===== config.mk =====
export PLATFORM = sky130hd
export DESIGN_NAME = fan_airflow_estimator_unit
export DESIGN_NICKNAME = d
export VERILOG_FILES = /design/src/hw/rtl/fae_pkg.sv /design/src/hw/rtl/fae_div.sv /design/src/hw/rtl/fae_datapath.sv /design/src/hw/rtl/fae_ctrl.sv /design/src/hw/rtl/fan_airflow_estimator_unit.sv
export SDC_FILE = /design/constraint.sdc
export NUM_CORES = 2
export LEC_CHECK = 0
export ABC_CLOCK_PERIOD_IN_PS = 11800
export BUFFER_PORTS_ARGS = -buffer_cell sky130_fd_sc_hd__buf_2
export CORE_MARGIN = 1.5
export CORE_UTILIZATION = 60
export CTS_BUF_LIST = sky130_fd_sc_hd__clkbuf_4 sky130_fd_sc_hd__clkbuf_8 sky130_fd_sc_hd__clkbuf_16
export DETAILED_ROUTE_END_ITERATION = 12
export GPL_TIMING_DRIVEN = 0
export HOLD_SLACK_MARGIN = 0.03
export PLACE_DENSITY = 0.75
export SYNTH_ARGS = -nofsm -noshare
export SYNTH_HDL_FRONTEND = slang
export SYNTH_SLANG_ARGS = --single-unit

===== constraint.sdc =====
create_clock -name i_clk -period 11.8 [get_ports i_clk]
set_input_delay 1.18 -clock i_clk [delete_from_list [all_inputs] [get_ports i_clk]]
set_output_delay 1.18 -clock i_clk [all_outputs]
set_load 0.02 [all_outputs]

===== src/hw/rtl/fae_pkg.sv =====
`timescale 1ns / 1ps

package fae_pkg;

    // field widths
    localparam int OP_W      = 2;
    localparam int FIDX_W    = 3;
    localparam int FVAL_W    = 16;
    localparam int LIMIT_W   = 12;
    localparam int FLOW_W    = 12;
    localparam int PWM_W     = 7;
    localparam int PCTQ_W    = 15;
    localparam int COEF_W    = 16;
    localparam int PEAK_W    = 8;
    localparam int FANS_W    = 4;
    localparam int CFG_AW    = 3;
    localparam int CFG_DW    = 16;
    localparam int DIV_W     = 32;
    localparam int DIVR_W    = 16;
    localparam int MUL_A_W   = 31;
    localparam int MUL_B_W   = 15;
    localparam int PROD_W    = MUL_A_W + MUL_B_W;
    localparam int TERM_W    = 39;
    localparam int BOUND_W   = 35;
    localparam int FLOW_SHIFT = 20;

    // divide by 100 as multiply by ceil(2^30 / 100) and shift
    localparam int RECIP_W     = 24;
    localparam int RECIP_100   = 10737419;
    localparam int RECIP_SHIFT = 30;

    localparam int MAX_FANS_DEF = 8;

    // constants
    localparam int PCT_FULL  = 100;
    localparam int MIN_FLOW  = 50;
    localparam int FLOW_SAT  = 4095;
    localparam int PCT_Q_MAX = 32767;
    localparam int PCT_Q_FULL = 25600;

    // opcodes
    localparam logic [OP_W-1:0] OP_SPEED = 2'd0;
    localparam logic [OP_W-1:0] OP_FULL  = 2'd1;
    localparam logic [OP_W-1:0] OP_LIMIT = 2'd2;

    // register indexes
    localparam logic [CFG_AW-1:0] REG_FANS     = 3'd0;
    localparam logic [CFG_AW-1:0] REG_COEF_LO  = 3'd1;
    localparam logic [CFG_AW-1:0] REG_COEF_HI  = 3'd2;
    localparam logic [CFG_AW-1:0] REG_PCT_MIN  = 3'd3;
    localparam logic [CFG_AW-1:0] REG_PCT_MAX  = 3'd4;
    localparam logic [CFG_AW-1:0] REG_PEAK     = 3'd5;

    typedef enum logic [3:0] {
        S_IDLE, S_DECODE, S_AF_CHECK, S_PCT_DIV, S_COEF, S_INTERP_MUL,
        S_INTERP_DIV, S_MUL_CP, S_MUL_PCT, S_ACC, S_MUL_N, S_CMP,
        S_FINISH
    } t_state;

    typedef enum logic [1:0] {
        DV_PCT, DV_COEF
    } t_div_sel;

    typedef enum logic [2:0] {
        MS_DIFF_OFF, MS_COEF_PEAK, MS_PROD_PCT, MS_PROD_PWM, MS_PROD_N
    } t_mul_sel;

    typedef struct packed {
        logic     in_take;
        logic     af_init;
        logic     idx_inc;
        logic     div_start;
        t_div_sel div_sel;
        logic     pct_load;
        logic     coef_load_sel;
        logic     coef_load_div;
        logic     mul_en;
        t_mul_sel mul_sel;
        logic     acc_add;
        logic     flow_load;
        logic     flow_invalid;
        logic     lim_none;
        logic     lim_reject;
        logic     lim_start;
        logic     pwm_dec;
        logic     out_load;
    } t_cmd;

    typedef struct packed {
        logic [OP_W-1:0] op;
        logic            lim_zero;
        logic            lim_low;
        logic            idx_done;
        logic            cur_seen;
        logic            cur_fs_bad;
        logic            need_interp;
        logic            div_done;
        logic            flow_ok;
        logic            pwm_zero;
    } t_stat;

endpackage


===== src/hw/rtl/fae_div.sv =====
`timescale 1ns / 1ps

module fae_div
    import fae_pkg::*;
(
    input  logic              i_clk,
    input  logic              i_rst_n,
    input  logic              i_start,
    input  logic [DIV_W-1:0]  i_dividend,
    input  logic [DIVR_W-1:0] i_divisor,
    output logic              o_done,
    output logic [DIV_W-1:0]  o_quot
);

    localparam int CNT_W = $clog2(DIV_W);

    logic              r_busy, n_busy;
    logic              r_done, n_done;
    logic [CNT_W-1:0]  r_cnt, n_cnt;
    logic [DIV_W-1:0]  r_dq, n_dq;
    logic [DIVR_W-1:0] r_rem, n_rem;
    logic [DIVR_W-1:0] r_div, n_div;
    logic [DIVR_W:0]   w_trial;

    // one quotient bit per cycle, restoring
    always_comb begin
        w_trial = {r_rem, r_dq[DIV_W-1]};
        n_busy  = r_busy;
        n_done  = 1'b0;
        n_cnt   = r_cnt;
        n_dq    = r_dq;
        n_rem   = r_rem;
        n_div   = r_div;
        if (i_start) begin
            n_busy = 1'b1;
            n_cnt  = '0;
            n_dq   = i_dividend;
            n_rem  = '0;
            n_div  = i_divisor;
        end else if (r_busy) begin
            if (w_trial >= {1'b0, r_div}) begin
                n_rem = DIVR_W'(w_trial - {1'b0, r_div});
                n_dq  = {r_dq[DIV_W-2:0], 1'b1};
            end else begin
                n_rem = w_trial[DIVR_W-1:0];
                n_dq  = {r_dq[DIV_W-2:0], 1'b0};
            end
            n_cnt = r_cnt + 1'b1;
            if (r_cnt == CNT_W'(DIV_W - 1)) begin
                n_busy = 1'b0;
                n_done = 1'b1;
            end
        end
    end

    always_ff @(posedge i_clk) begin
        if (!i_rst_n) begin
            r_busy <= 1'b0;
            r_done <= 1'b0;
            r_cnt  <= '0;
        end else begin
            r_busy <= n_busy;
            r_done <= n_done;
            r_cnt  <= n_cnt;
        end
        r_dq  <= n_dq;
        r_rem <= n_rem;
        r_div <= n_div;
    end

    assign o_done = r_done;
    assign o_quot = r_dq;

endmodule


===== src/hw/rtl/fae_datapath.sv =====
`timescale 1ns / 1ps

module fae_datapath
    import fae_pkg::*;
#(
    parameter int MAX_FANS = MAX_FANS_DEF
) (
    input  logic               i_clk,
    input  logic               i_rst_n,
    input  logic [OP_W-1:0]    i_op,
    input  logic [FIDX_W-1:0]  i_fan_index,
    input  logic [FVAL_W-1:0]  i_fan_value,
    input  logic [LIMIT_W-1:0] i_flow_limit,
    input  logic               i_cfg_we,
    input  logic [CFG_AW-1:0]  i_cfg_addr,
    input  logic [CFG_DW-1:0]  i_cfg_data,
    input  t_cmd               i_cmd,
    output t_stat              o_stat,
    output logic               o_res_kind,
    output logic [FLOW_W-1:0]  o_res_airflow,
    output logic               o_res_valid,
    output logic [PWM_W-1:0]   o_res_pwm,
    output logic               o_res_rej
);

    localparam int IW    = (MAX_FANS > 1) ? $clog2(MAX_FANS) : 1;
    localparam int NW    = $clog2(MAX_FANS + 1);
    localparam int ACC_W = TERM_W + $clog2(MAX_FANS) + 1;
    localparam int FQ_W  = ACC_W - FLOW_SHIFT;
    localparam int RP_W  = FQ_W + RECIP_W;
    localparam int RQ_W  = RP_W - RECIP_SHIFT;

    // configuration
    logic [FANS_W-1:0]  r_fans;
    logic [COEF_W-1:0]  r_coef_lo, r_coef_hi;
    logic [PWM_W-1:0]   r_pct_min, r_pct_max;
    logic [PEAK_W-1:0]  r_peak;

    // per-fan state
    logic [FVAL_W-1:0]  r_speed [MAX_FANS];
    logic [FVAL_W-1:0]  r_full  [MAX_FANS];
    logic [MAX_FANS-1:0] r_speed_seen, r_full_seen;

    // working registers
    logic [OP_W-1:0]    r_op;
    logic [LIMIT_W-1:0] r_limit;
    logic [BOUND_W-1:0] r_bound;
    logic [NW-1:0]      r_idx;
    logic [PCTQ_W-1:0]  r_pct;
    logic [COEF_W-1:0]  r_coef;
    logic [PROD_W-1:0]  r_prod;
    logic [ACC_W-1:0]   r_acc;
    logic               r_kind;
    logic [FLOW_W-1:0]  r_airflow;
    logic               r_af_valid;
    logic [PWM_W-1:0]   r_pwm;
    logic               r_rej;
    logic               r_o_kind, r_o_valid, r_o_rej;
    logic [FLOW_W-1:0]  r_o_airflow;
    logic [PWM_W-1:0]   r_o_pwm;

    logic [NW-1:0]      w_n_act;
    logic [IW-1:0]      w_ridx;
    logic [PCTQ_W-1:0]  w_lo, w_hi;
    logic [COEF_W-1:0]  w_diff, w_coef_sel;
    logic               w_need_interp;
    logic               w_up;
    logic [MUL_A_W-1:0] w_mul_a;
    logic [MUL_B_W-1:0] w_mul_b;
    logic               w_div_start;
    logic [DIV_W-1:0]   w_dividend, w_quot;
    logic [DIVR_W-1:0]  w_divisor;
    logic               w_div_done;
    logic               w_in_range;
    logic [FQ_W-1:0]    w_flow_x;
    logic [RP_W-1:0]    w_flow_p;
    logic [RQ_W-1:0]    w_flow_q;

    assign w_n_act = (32'(r_fans) > MAX_FANS) ? NW'(MAX_FANS) : NW'(r_fans);
    assign w_ridx  = r_idx[IW-1:0];
    assign w_lo    = {r_pct_min, 8'b0};
    assign w_hi    = {r_pct_max, 8'b0};
    assign w_up    = (r_coef_hi >= r_coef_lo);
    assign w_diff  = w_up ? (r_coef_hi - r_coef_lo) : (r_coef_lo - r_coef_hi);
    assign w_in_range = (32'(i_fan_index) < MAX_FANS);

    // sum over 100 * 2^20: shift, then reciprocal multiply
    assign w_flow_x = r_acc[ACC_W-1:FLOW_SHIFT];
    assign w_flow_p = RP_W'(w_flow_x) * RP_W'(RECIP_100);
    assign w_flow_q = w_flow_p[RP_W-1:RECIP_SHIFT];

    // coefficient pick outside the interpolation span
    always_comb begin
        w_coef_sel = r_coef_lo;
        w_need_interp = 1'b0;
        priority if (r_pct == '0) begin
            w_coef_sel = '0;
        end else if (r_pct < w_lo) begin
            w_coef_sel = r_coef_lo;
        end else if (r_pct > w_hi) begin
            w_coef_sel = r_coef_hi;
        end else if (w_hi <= w_lo) begin
            w_coef_sel = r_coef_lo;
        end else begin
            w_need_interp = 1'b1;
        end
    end

    always_comb begin
        o_stat.op          = r_op;
        o_stat.lim_zero    = (r_limit == '0);
        o_stat.lim_low     = (r_limit < LIMIT_W'(MIN_FLOW));
        o_stat.idx_done    = (r_idx >= w_n_act);
        o_stat.cur_seen    = r_speed_seen[w_ridx];
        o_stat.cur_fs_bad  = !r_full_seen[w_ridx] || (r_full[w_ridx] == '0);
        o_stat.need_interp = w_need_interp;
        o_stat.div_done    = w_div_done;
        o_stat.flow_ok     = (r_prod <= PROD_W'(r_bound));
        o_stat.pwm_zero    = (r_pwm == '0);
    end

    // shared multiplier operands
    always_comb begin
        unique case (i_cmd.mul_sel)
            MS_DIFF_OFF: begin
                w_mul_a = MUL_A_W'(w_diff);
                w_mul_b = r_pct - w_lo;
            end
            MS_COEF_PEAK: begin
                w_mul_a = MUL_A_W'(r_coef);
                w_mul_b = MUL_B_W'(r_peak);
            end
            MS_PROD_PCT: begin
                w_mul_a = MUL_A_W'(r_prod[23:0]);
                w_mul_b = r_pct;
            end
            MS_PROD_PWM: begin
                w_mul_a = r_prod[MUL_A_W-1:0];
                w_mul_b = MUL_B_W'(r_pwm);
            end
            MS_PROD_N: begin
                w_mul_a = r_prod[MUL_A_W-1:0];
                w_mul_b = MUL_B_W'(w_n_act);
            end
            default: begin
                w_mul_a = '0;
                w_mul_b = '0;
            end
        endcase
    end

    // shared divider operands
    always_comb begin
        w_div_start = i_cmd.div_start;
        unique case (i_cmd.div_sel)
            DV_PCT: begin
                w_dividend = DIV_W'(r_speed[w_ridx]) * DIV_W'(PCT_Q_FULL);
                w_divisor  = r_full[w_ridx];
            end
            DV_COEF: begin
                w_dividend = r_prod[DIV_W-1:0];
                w_divisor  = DIVR_W'(w_hi - w_lo);
            end
            default: begin
                w_dividend = '0;
                w_divisor  = '0;
            end
        endcase
    end

    fae_div u_div (
        .i_clk      (i_clk),
        .i_rst_n    (i_rst_n),
        .i_start    (w_div_start),
        .i_dividend (w_dividend),
        .i_divisor  (w_divisor),
        .o_done     (w_div_done),
        .o_quot     (w_quot)
    );

    // configuration and seen flags
    always_ff @(posedge i_clk) begin
        if (!i_rst_n) begin
            r_fans       <= FANS_W'(1);
            r_coef_lo    <= '0;
            r_coef_hi    <= '0;
            r_pct_min    <= '0;
            r_pct_max    <= PWM_W'(PCT_FULL);
            r_peak       <= '0;
            r_speed_seen <= '0;
            r_full_seen  <= '0;
        end else begin
            if (i_cfg_we) begin
                case (i_cfg_addr)
                    REG_FANS:    r_fans    <= i_cfg_data[FANS_W-1:0];
                    REG_COEF_LO: r_coef_lo <= i_cfg_data[COEF_W-1:0];
                    REG_COEF_HI: r_coef_hi <= i_cfg_data[COEF_W-1:0];
                    REG_PCT_MIN: r_pct_min <= i_cfg_data[PWM_W-1:0];
                    REG_PCT_MAX: r_pct_max <= i_cfg_data[PWM_W-1:0];
                    REG_PEAK:    r_peak    <= i_cfg_data[PEAK_W-1:0];
                    default: ;
                endcase
            end
            if (i_cmd.in_take && w_in_range) begin
                if (i_op == OP_SPEED) r_speed_seen[IW'(i_fan_index)] <= 1'b1;
                if (i_op == OP_FULL)  r_full_seen[IW'(i_fan_index)]  <= 1'b1;
            end
        end
    end

    // stores and working registers
    always_ff @(posedge i_clk) begin
        if (i_cmd.in_take) begin
            if (w_in_range && i_op == OP_SPEED) r_speed[IW'(i_fan_index)] <= i_fan_value;
            if (w_in_range && i_op == OP_FULL)  r_full[IW'(i_fan_index)]  <= i_fan_value;
            r_op       <= i_op;
            r_limit    <= i_flow_limit;
            r_bound    <= {BOUND_W'(i_flow_limit) * BOUND_W'(PCT_FULL)} << 16;
            r_kind     <= (i_op == OP_LIMIT);
            r_airflow  <= '0;
            r_af_valid <= 1'b0;
            r_pwm      <= '0;
            r_rej      <= 1'b0;
        end
        if (i_cmd.af_init) begin
            r_idx <= '0;
            r_acc <= '0;
        end
        if (i_cmd.idx_inc) r_idx <= r_idx + 1'b1;
        if (i_cmd.pct_load) begin
            r_pct <= (w_quot > DIV_W'(PCT_Q_MAX)) ? PCTQ_W'(PCT_Q_MAX) : w_quot[PCTQ_W-1:0];
        end
        if (i_cmd.coef_load_sel) r_coef <= w_coef_sel;
        if (i_cmd.coef_load_div) begin
            r_coef <= w_up ? (r_coef_lo + w_quot[COEF_W-1:0])
                           : (r_coef_lo - w_quot[COEF_W-1:0]);
        end
        if (i_cmd.mul_en) r_prod <= PROD_W'(w_mul_a) * PROD_W'(w_mul_b);
        if (i_cmd.acc_add) r_acc <= r_acc + ACC_W'(r_prod[TERM_W-1:0]);
        if (i_cmd.flow_load) begin
            r_airflow  <= (w_flow_q > RQ_W'(FLOW_SAT)) ? FLOW_W'(FLOW_SAT)
                                                       : w_flow_q[FLOW_W-1:0];
            r_af_valid <= 1'b1;
        end
        if (i_cmd.flow_invalid) begin
            r_airflow  <= '0;
            r_af_valid <= 1'b0;
        end
        if (i_cmd.lim_none) r_pwm <= PWM_W'(PCT_FULL);
        if (i_cmd.lim_reject) begin
            r_pwm <= '0;
            r_rej <= 1'b1;
        end
        if (i_cmd.lim_start) begin
            r_pwm <= PWM_W'(PCT_FULL);
            r_pct <= PCTQ_W'(PCT_Q_FULL);
        end
        if (i_cmd.pwm_dec) begin
            r_pwm <= r_pwm - 1'b1;
            r_pct <= {r_pwm - 1'b1, 8'b0};
        end
        if (i_cmd.out_load) begin
            r_o_kind    <= r_kind;
            r_o_airflow <= r_airflow;
            r_o_valid   <= r_af_valid;
            r_o_pwm     <= r_pwm;
            r_o_rej     <= r_rej;
        end
    end

    assign o_res_kind    = r_o_kind;
    assign o_res_airflow = r_o_airflow;
    assign o_res_valid   = r_o_valid;
    assign o_res_pwm     = r_o_pwm;
    assign o_res_rej     = r_o_rej;

endmodule


===== src/hw/rtl/fae_ctrl.sv =====
`timescale 1ns / 1ps

module fae_ctrl
    import fae_pkg::*;
(
    input  logic  i_clk,
    input  logic  i_rst_n,
    input  logic  i_in_valid,
    output logic  o_in_ready,
    output logic  o_out_valid,
    input  logic  i_out_ready,
    input  t_stat i_stat,
    output t_cmd  o_cmd
);

    t_state r_state, n_state;
    logic   r_search, n_search;
    logic   r_out_valid, n_out_valid;
    logic   w_out_free;

    assign w_out_free = !r_out_valid || i_out_ready;

    // next state
    always_comb begin
        n_state  = r_state;
        n_search = r_search;
        unique case (r_state)
            S_IDLE: if (i_in_valid) n_state = S_DECODE;
            S_DECODE: begin
                if (i_stat.op == OP_LIMIT) begin
                    n_search = 1'b1;
                    priority if (i_stat.lim_zero) n_state = S_FINISH;
                    else if (i_stat.lim_low)      n_state = S_FINISH;
                    else                          n_state = S_COEF;
                end else begin
                    n_search = 1'b0;
                    n_state  = S_AF_CHECK;
                end
            end
            S_AF_CHECK: begin
                priority if (i_stat.idx_done)   n_state = S_FINISH;
                else if (!i_stat.cur_seen)      n_state = S_AF_CHECK;
                else if (i_stat.cur_fs_bad)     n_state = S_FINISH;
                else                            n_state = S_PCT_DIV;
            end
            S_PCT_DIV:    if (i_stat.div_done) n_state = S_COEF;
            S_COEF:       n_state = i_stat.need_interp ? S_INTERP_MUL : S_MUL_CP;
            S_INTERP_MUL: n_state = S_INTERP_DIV;
            S_INTERP_DIV: if (i_stat.div_done) n_state = S_MUL_CP;
            S_MUL_CP:     n_state = S_MUL_PCT;
            S_MUL_PCT:    n_state = r_search ? S_MUL_N : S_ACC;
            S_ACC:        n_state = S_AF_CHECK;
            S_MUL_N:      n_state = S_CMP;
            S_CMP: begin
                if (i_stat.flow_ok || i_stat.pwm_zero) n_state = S_FINISH;
                else                                   n_state = S_COEF;
            end
            S_FINISH:     if (w_out_free) n_state = S_IDLE;
            default:      n_state = S_IDLE;
        endcase
    end

    // commands
    always_comb begin
        o_cmd = '0;
        o_cmd.div_sel = DV_PCT;
        o_cmd.mul_sel = MS_COEF_PEAK;
        unique case (r_state)
            S_IDLE: o_cmd.in_take = i_in_valid;
            S_DECODE: begin
                if (i_stat.op == OP_LIMIT) begin
                    priority if (i_stat.lim_zero) o_cmd.lim_none = 1'b1;
                    else if (i_stat.lim_low)      o_cmd.lim_reject = 1'b1;
                    else                          o_cmd.lim_start = 1'b1;
                end else begin
                    o_cmd.af_init = 1'b1;
                end
            end
            S_AF_CHECK: begin
                priority if (i_stat.idx_done) begin
                    o_cmd.flow_load = 1'b1;
                end else if (!i_stat.cur_seen) begin
                    o_cmd.idx_inc = 1'b1;
                end else if (i_stat.cur_fs_bad) begin
                    o_cmd.flow_invalid = 1'b1;
                end else begin
                    o_cmd.div_start = 1'b1;
                    o_cmd.div_sel   = DV_PCT;
                end
            end
            S_PCT_DIV: o_cmd.pct_load = i_stat.div_done;
            S_COEF: begin
                if (i_stat.need_interp) begin
                    o_cmd.mul_en  = 1'b1;
                    o_cmd.mul_sel = MS_DIFF_OFF;
                end else begin
                    o_cmd.coef_load_sel = 1'b1;
                end
            end
            S_INTERP_MUL: begin
                o_cmd.div_start = 1'b1;
                o_cmd.div_sel   = DV_COEF;
            end
            S_INTERP_DIV: o_cmd.coef_load_div = i_stat.div_done;
            S_MUL_CP: begin
                o_cmd.mul_en  = 1'b1;
                o_cmd.mul_sel = MS_COEF_PEAK;
            end
            S_MUL_PCT: begin
                o_cmd.mul_en  = 1'b1;
                o_cmd.mul_sel = r_search ? MS_PROD_PWM : MS_PROD_PCT;
            end
            S_ACC: begin
                o_cmd.acc_add = 1'b1;
                o_cmd.idx_inc = 1'b1;
            end
            S_MUL_N: begin
                o_cmd.mul_en  = 1'b1;
                o_cmd.mul_sel = MS_PROD_N;
            end
            S_CMP: o_cmd.pwm_dec = !(i_stat.flow_ok || i_stat.pwm_zero);
            S_FINISH: o_cmd.out_load = w_out_free;
            default: ;
        endcase
    end

    always_comb begin
        n_out_valid = r_out_valid;
        if (o_cmd.out_load)   n_out_valid = 1'b1;
        else if (i_out_ready) n_out_valid = 1'b0;
    end

    always_ff @(posedge i_clk) begin
        if (!i_rst_n) begin
            r_state     <= S_IDLE;
            r_search    <= 1'b0;
            r_out_valid <= 1'b0;
        end else begin
            r_state     <= n_state;
            r_search    <= n_search;
            r_out_valid <= n_out_valid;
        end
    end

    assign o_in_ready  = (r_state == S_IDLE);
    assign o_out_valid = r_out_valid;

endmodule


===== src/hw/rtl/fan_airflow_estimator_unit.sv =====
`timescale 1ns / 1ps

// fan airflow estimator: keeps per-fan tach speed and full-scale rpm and
// answers each request with one result. speed (opcode 0) and full-scale
// (opcode 1) requests update the fan and return total airflow in sixteenths
// of a cfm, saturated at 4095, flagged invalid when a fan with a speed lacks a
// nonzero full scale. opcode 2 takes an airflow limit in whole cfm and
// returns the highest pwm percent whose modeled flow stays within it; a
// limit of 0 gives 100, a limit from 1 to 49 is rejected. one request is
// worked at a time; the percent and interpolation divides go through one
// shared radix-2 divider, and the final divide by 100 is a reciprocal
// multiply. an airflow request walks the counted fans: it skips a fan
// without a speed and, for a fan with one, divides for its percent, picks
// or interpolates the coefficient (one more divide inside the span) and
// adds its term. a limit search steps the pwm down from 100, at most 101
// steps, modeling the flow at each. the finishing state waits while the
// previous result is still held. a new request is taken while a finished
// result still waits on the output register. configuration registers must
// be written through the plain write port only while no request is in
// flight; the block itself does not enforce it.

module fan_airflow_estimator_unit
    import fae_pkg::*;
#(
    parameter int MAX_FANS = MAX_FANS_DEF
) (
    input  logic              i_clk,
    input  logic              i_rst_n,
    // request channel
    input  logic              s_axis_tvalid,
    output logic              s_axis_tready,
    input  logic [31:0]       s_axis_tdata,   // fan_index[2:0], fan_value[18:3], flow_limit[30:19]
    input  logic [OP_W-1:0]   s_axis_tuser,   // opcode
    // result channel
    output logic              m_axis_tvalid,
    input  logic              m_axis_tready,
    output logic [23:0]       m_axis_tdata,   // airflow[11:0], airflow_valid[12],
                                              // pwm_percent[19:13], limit_rejected[20]
    output logic              m_axis_tuser,   // result_kind
    // configuration write port
    input  logic              i_cfg_we,
    input  logic [CFG_AW-1:0] i_cfg_addr,
    input  logic [CFG_DW-1:0] i_cfg_data
);

    t_cmd              w_cmd;
    t_stat             w_stat;
    logic              w_kind, w_valid, w_rej;
    logic [FLOW_W-1:0] w_airflow;
    logic [PWM_W-1:0]  w_pwm;

    // sequencer
    fae_ctrl u_ctrl (
        .i_clk       (i_clk),
        .i_rst_n     (i_rst_n),
        .i_in_valid  (s_axis_tvalid),
        .o_in_ready  (s_axis_tready),
        .o_out_valid (m_axis_tvalid),
        .i_out_ready (m_axis_tready),
        .i_stat      (w_stat),
        .o_cmd       (w_cmd)
    );

    // fan stores, shared multiplier and divider, output register
    fae_datapath #(
        .MAX_FANS (MAX_FANS)
    ) u_dp (
        .i_clk         (i_clk),
        .i_rst_n       (i_rst_n),
        .i_op          (s_axis_tuser),
        .i_fan_index   (s_axis_tdata[2:0]),
        .i_fan_value   (s_axis_tdata[18:3]),
        .i_flow_limit  (s_axis_tdata[30:19]),
        .i_cfg_we      (i_cfg_we),
        .i_cfg_addr    (i_cfg_addr),
        .i_cfg_data    (i_cfg_data),
        .i_cmd         (w_cmd),
        .o_stat        (w_stat),
        .o_res_kind    (w_kind),
        .o_res_airflow (w_airflow),
        .o_res_valid   (w_valid),
        .o_res_pwm     (w_pwm),
        .o_res_rej     (w_rej)
    );

    // pack the result, pad to whole bytes
    assign m_axis_tdata = {3'b000, w_rej, w_pwm, w_valid, w_airflow};
    assign m_axis_tuser = w_kind;

endmodule


==> summary.md <==
| Metric | Value |
|---|---|
| Critical Path Slowest Stage Cell | `a221oi_1` |
| # rows | `111` |
| Cells on Worst Hold Path | `0` |
| Die height | `307 um` |
| NumNets Final | `6727` |
| Hold endpoint | `u_dp.o_res_kind` |
| Total of max-cap violations | `0` |
| First-pass GRT wire length | `232000 um` |
| Largest net degree at the start of global routing | `33` |
| Fillers | `7123` |
| Syn. warnings | `0` |
| Die width | `307 um` |
| 1st-iter DRT viols | `4007` |
| Vias in the first global route | `40200` |
| Unique masters post-synth | `89` |
| Global Route Usage Sum | `32.4%` |
| Synth-to-layout area growth | `8.33%` |
| R2R setup slack | `0.59 ns` |
| CTS tree | `built` |
| Final Skew | `0.0772 ns` |
| Layout cell share with drive strength beyond 1 | `7.36%` |
| H-tree Lvls | `2` |
| Tmin final | `11.21 ns` |
| Tcrit/Tclk final | `95.0%` |
| Synthesized instance count | `5259` |
| Crit path DAT | `11.60 ns` |
| Drt total wl | `150000 um` |
| Top cell by count, worst path | `fa_1` |
| Hold Startpoint | `u_dp.r_kind` |
| Slew Viols, Final | `0` |
| DP HPWL | `120000 um` |
| DRC errors left | `0` |
| Routed len/inst | `22.4 um` |
| Reg-to-Reg Start | `u_dp.r_coef_lo[0]` |
| Max incr delay on CP | `1.06 ns` |
| Top FF cell, synth | `edfxtp_1` |
| Synth Cell Area | `55400 sq um` |
| Fmax achieved | `89.2 MHz` |
| Sequential cell area fraction in the yosys report | `30.6%` |
| Flops & latches, synth | `606` |
| # Post-CTS Setup Buffers | `0` |
| Reg2reg end | `u_dp.r_prod[40]` |
| RSZ-0062 raised after global routing | `false` |
| CTS resizes | `0` |
| Clock Path Buffers | `3` |
| Final ANT Viol Nets | `0` |
| Root Driver | `clkbuf_16` |
| Status | `completed` |
| CTS buffer count | `59` |
| Worst-margin pin slew | `1.35 ns` |
| HP Class | `flop to flop` |
| Worst Reg2Reg Path Length in Cells | `35` |
| First-pass DRT Iterations | `6` |
| Initial antenna violation count | `10` |
| Setup crit end kind | `flop` |
| Gpl congestion | `0.985` |
| Number of port buffers | `79` |
| Endpoints failing setup | `0` |
| Core area | `91500 sq um` |
| Clk_lat worst skew | `0.68 ns` |
| Final hold viol count | `0` |
| Via count | `40300` |
| Max_slew headroom | `10.2%` |
| EDFF count, synth | `478` |
| Clock transition at path regs | `0.07 ns` |
| Setup_tns | `0 ns` |
| Critical path launch point type | `flop` |
| Crit-path max FO | `10` |
| Top cell family by delay on the critical path | `compound AO/OA/AOI/OAI gates` |
| Clock Sinks | `606` |
| Worst Path Buf+Inv | `7` |
| DR vias/cell | `5.99` |
| Initial Utilization | `60.5%` |
| Top Ports | `85` |
| Die Area | `94100 sq um` |
| Ys async rst share | `0%` |
| Hold_buf cts | `0` |
| Syn avg cell area | `10.5 sq um` |
| Critical path class | `flop to flop` |
| Grt ovf | `0` |
| CP required | `12.19 ns` |
how the worst max path moves through the flow:
stage               slack, ns  depth (start not counted)              end               from
finish                   0.59                         35  u_dp.r_prod[40]  u_dp.r_coef_lo[0]
CTS                      0.69                         34  u_dp.r_prod[40]  u_dp.r_pct_max[0]
global placement         0.74                         34  u_dp.r_prod[40]  u_dp.r_pct_max[0]
detailed placement       0.75                         34  u_dp.r_prod[40]  u_dp.r_pct_max[0]
floorplan                2.98                         34  u_dp.r_prod[37]  u_dp.r_coef_lo[1]
global route             0.22                         36  u_dp.r_prod[40]  u_dp.r_pct_max[0]
placed cells by master, fill, tap and decap left out, types with 48 or more instances in the layout:
cell type / instances
nor2_1: 392
a21oi_1: 199
a21boi_0: 48
nand3_1: 65
clkbuf_1: 113
edfxtp_1: 478
dfxtp_1: 128
mux4_2: 68
fa_1: 596
nor2b_1: 89
o21ai_0: 145
clkbuf_16: 62
a21o_1: 86
xor2_1: 64
conb_1: 59
ha_1: 591
inv_1: 874
xnor2_1: 111
nand2_1: 451
buf_2: 113
o21a_1: 52
mux2i_1: 53
sequential cells by signal, summed over array words and instances, names as in the netlist, 12 cells and up, named ones only:
register / flops
u_dp.r_full: 128
u_dp.r_speed: 128
u_dp.r_prod: 46
u_dp.r_acc: 43
u_dp.u_div.o_quot: 32
u_dp.r_coef: 16
u_dp.r_coef_hi: 16
u_dp.r_coef_lo: 16
u_dp.u_div.r_div: 16
u_dp.u_div.r_rem: 16
u_dp.r_pct: 15
u_dp.r_bound: 14
u_dp.o_res_airflow: 12
u_dp.r_airflow: 12
u_dp.r_limit: 12
final cells by class:
class                           count  area (sq um)  share of cell area, %
Clock inverter                     36           398                  0.663
Inverter                          875          3280                   5.48
Buffer                            168           732                   1.22
Clock buffer                       74          1650                   2.76
Sequential cell                   606         16900                   28.2
Antenna cell                        4          10.0                 0.0167
Multi-Input combinational cell   3667         34700                   57.9
Timing Repair Buffer              105           764                   1.27
Tap cell                         1186          1480                   2.47
metal layers:
| layer | global-route usage [%] | vias to the layer above | share of wire [%] |
|---|---|---|---|
| met5 | 0 | - | 0.020 |
| met1 | 44.9 | 20000 | 41 |
| met4 | 14.7 | 4 | 5.1 |
| met3 | 4.78 | 381 | 8.4 |
| li1 | - | 18100 | - |
| met2 | 50.8 | 1770 | 46 |
cell families after synthesis:
group / share of synthesized area (%)
DFF: 30.6
AOI/OAI and AO/OA: 9.80
buffers and inverters: 7.26
and+or+nand+nor: 10.8
muxes: 3.93
other: 0.0136
xor gates and xnor gates: 2.77
adders and majority gates: 34.9
per-stage QoR:
step	setup slack, ns	cell area (sq um)	hold slack (ns)	instances	util [%]
2_1_floorplan	2.98	55600	0.400	5316	-
4_1_cts	0.693	59900	0.419	6714	65.5
5_1_grt	0.225	60000	0.438	6720	65.5
6_report	0.589	60000	0.408	6721	65.5
3_3_place_gp	0.745	57500	0.407	6581	62.8
3_5_place_dp	0.745	57900	0.415	6604	63.3
cells in the mapped netlist (9+ instances only):
| library cell | n | area, sq um |
|---|---|---|
| inv_1 | 874 | 3280 |
| fa_1 | 596 | 11900 |
| ha_1 | 591 | 7390 |
| edfxtp_1 | 478 | 14400 |
| nand2_1 | 451 | 1690 |
| nor2_1 | 404 | 1520 |
| a21oi_1 | 199 | 996 |
| o21ai_0 | 146 | 731 |
| dfxtp_1 | 128 | 2560 |
| clkbuf_1 | 113 | 424 |
| xnor2_1 | 111 | 972 |
| nor2b_1 | 89 | 557 |
| a21o_1 | 86 | 646 |
| mux4_2 | 68 | 1530 |
| nand3_1 | 65 | 325 |
| xor2_1 | 64 | 561 |
| mux2i_1 | 53 | 531 |
| nor3_1 | 52 | 260 |
| o21a_1 | 52 | 390 |
| a21boi_0 | 48 | 360 |
| and2_1 | 42 | 263 |
| a211oi_1 | 38 | 285 |
| nand2b_1 | 36 | 225 |
| buf_2 | 32 | 160 |
| or2_2 | 30 | 188 |
| nand4_1 | 27 | 169 |
| nor4_1 | 26 | 163 |
| a221o_1 | 24 | 240 |
| and3_1 | 24 | 150 |
| o22ai_1 | 22 | 138 |
| a22oi_1 | 21 | 158 |
| o21bai_1 | 21 | 158 |
| a221oi_1 | 19 | 166 |
| a31oi_1 | 17 | 106 |
| o31ai_1 | 16 | 120 |
| or3_1 | 16 | 100 |
| o211ai_1 | 12 | 90.1 |
| nand3b_1 | 11 | 82.6 |
| a22o_1 | 10 | 87.6 |
| buf_1 | 10 | 37.5 |
| a31o_2 | 9 | 78.8 |
| mux2_2 | 9 | 101 |
Power is left out: the tool's default activity adds up to more than one toggle a clock period on the data nets, which glitch-free logic cannot reach.
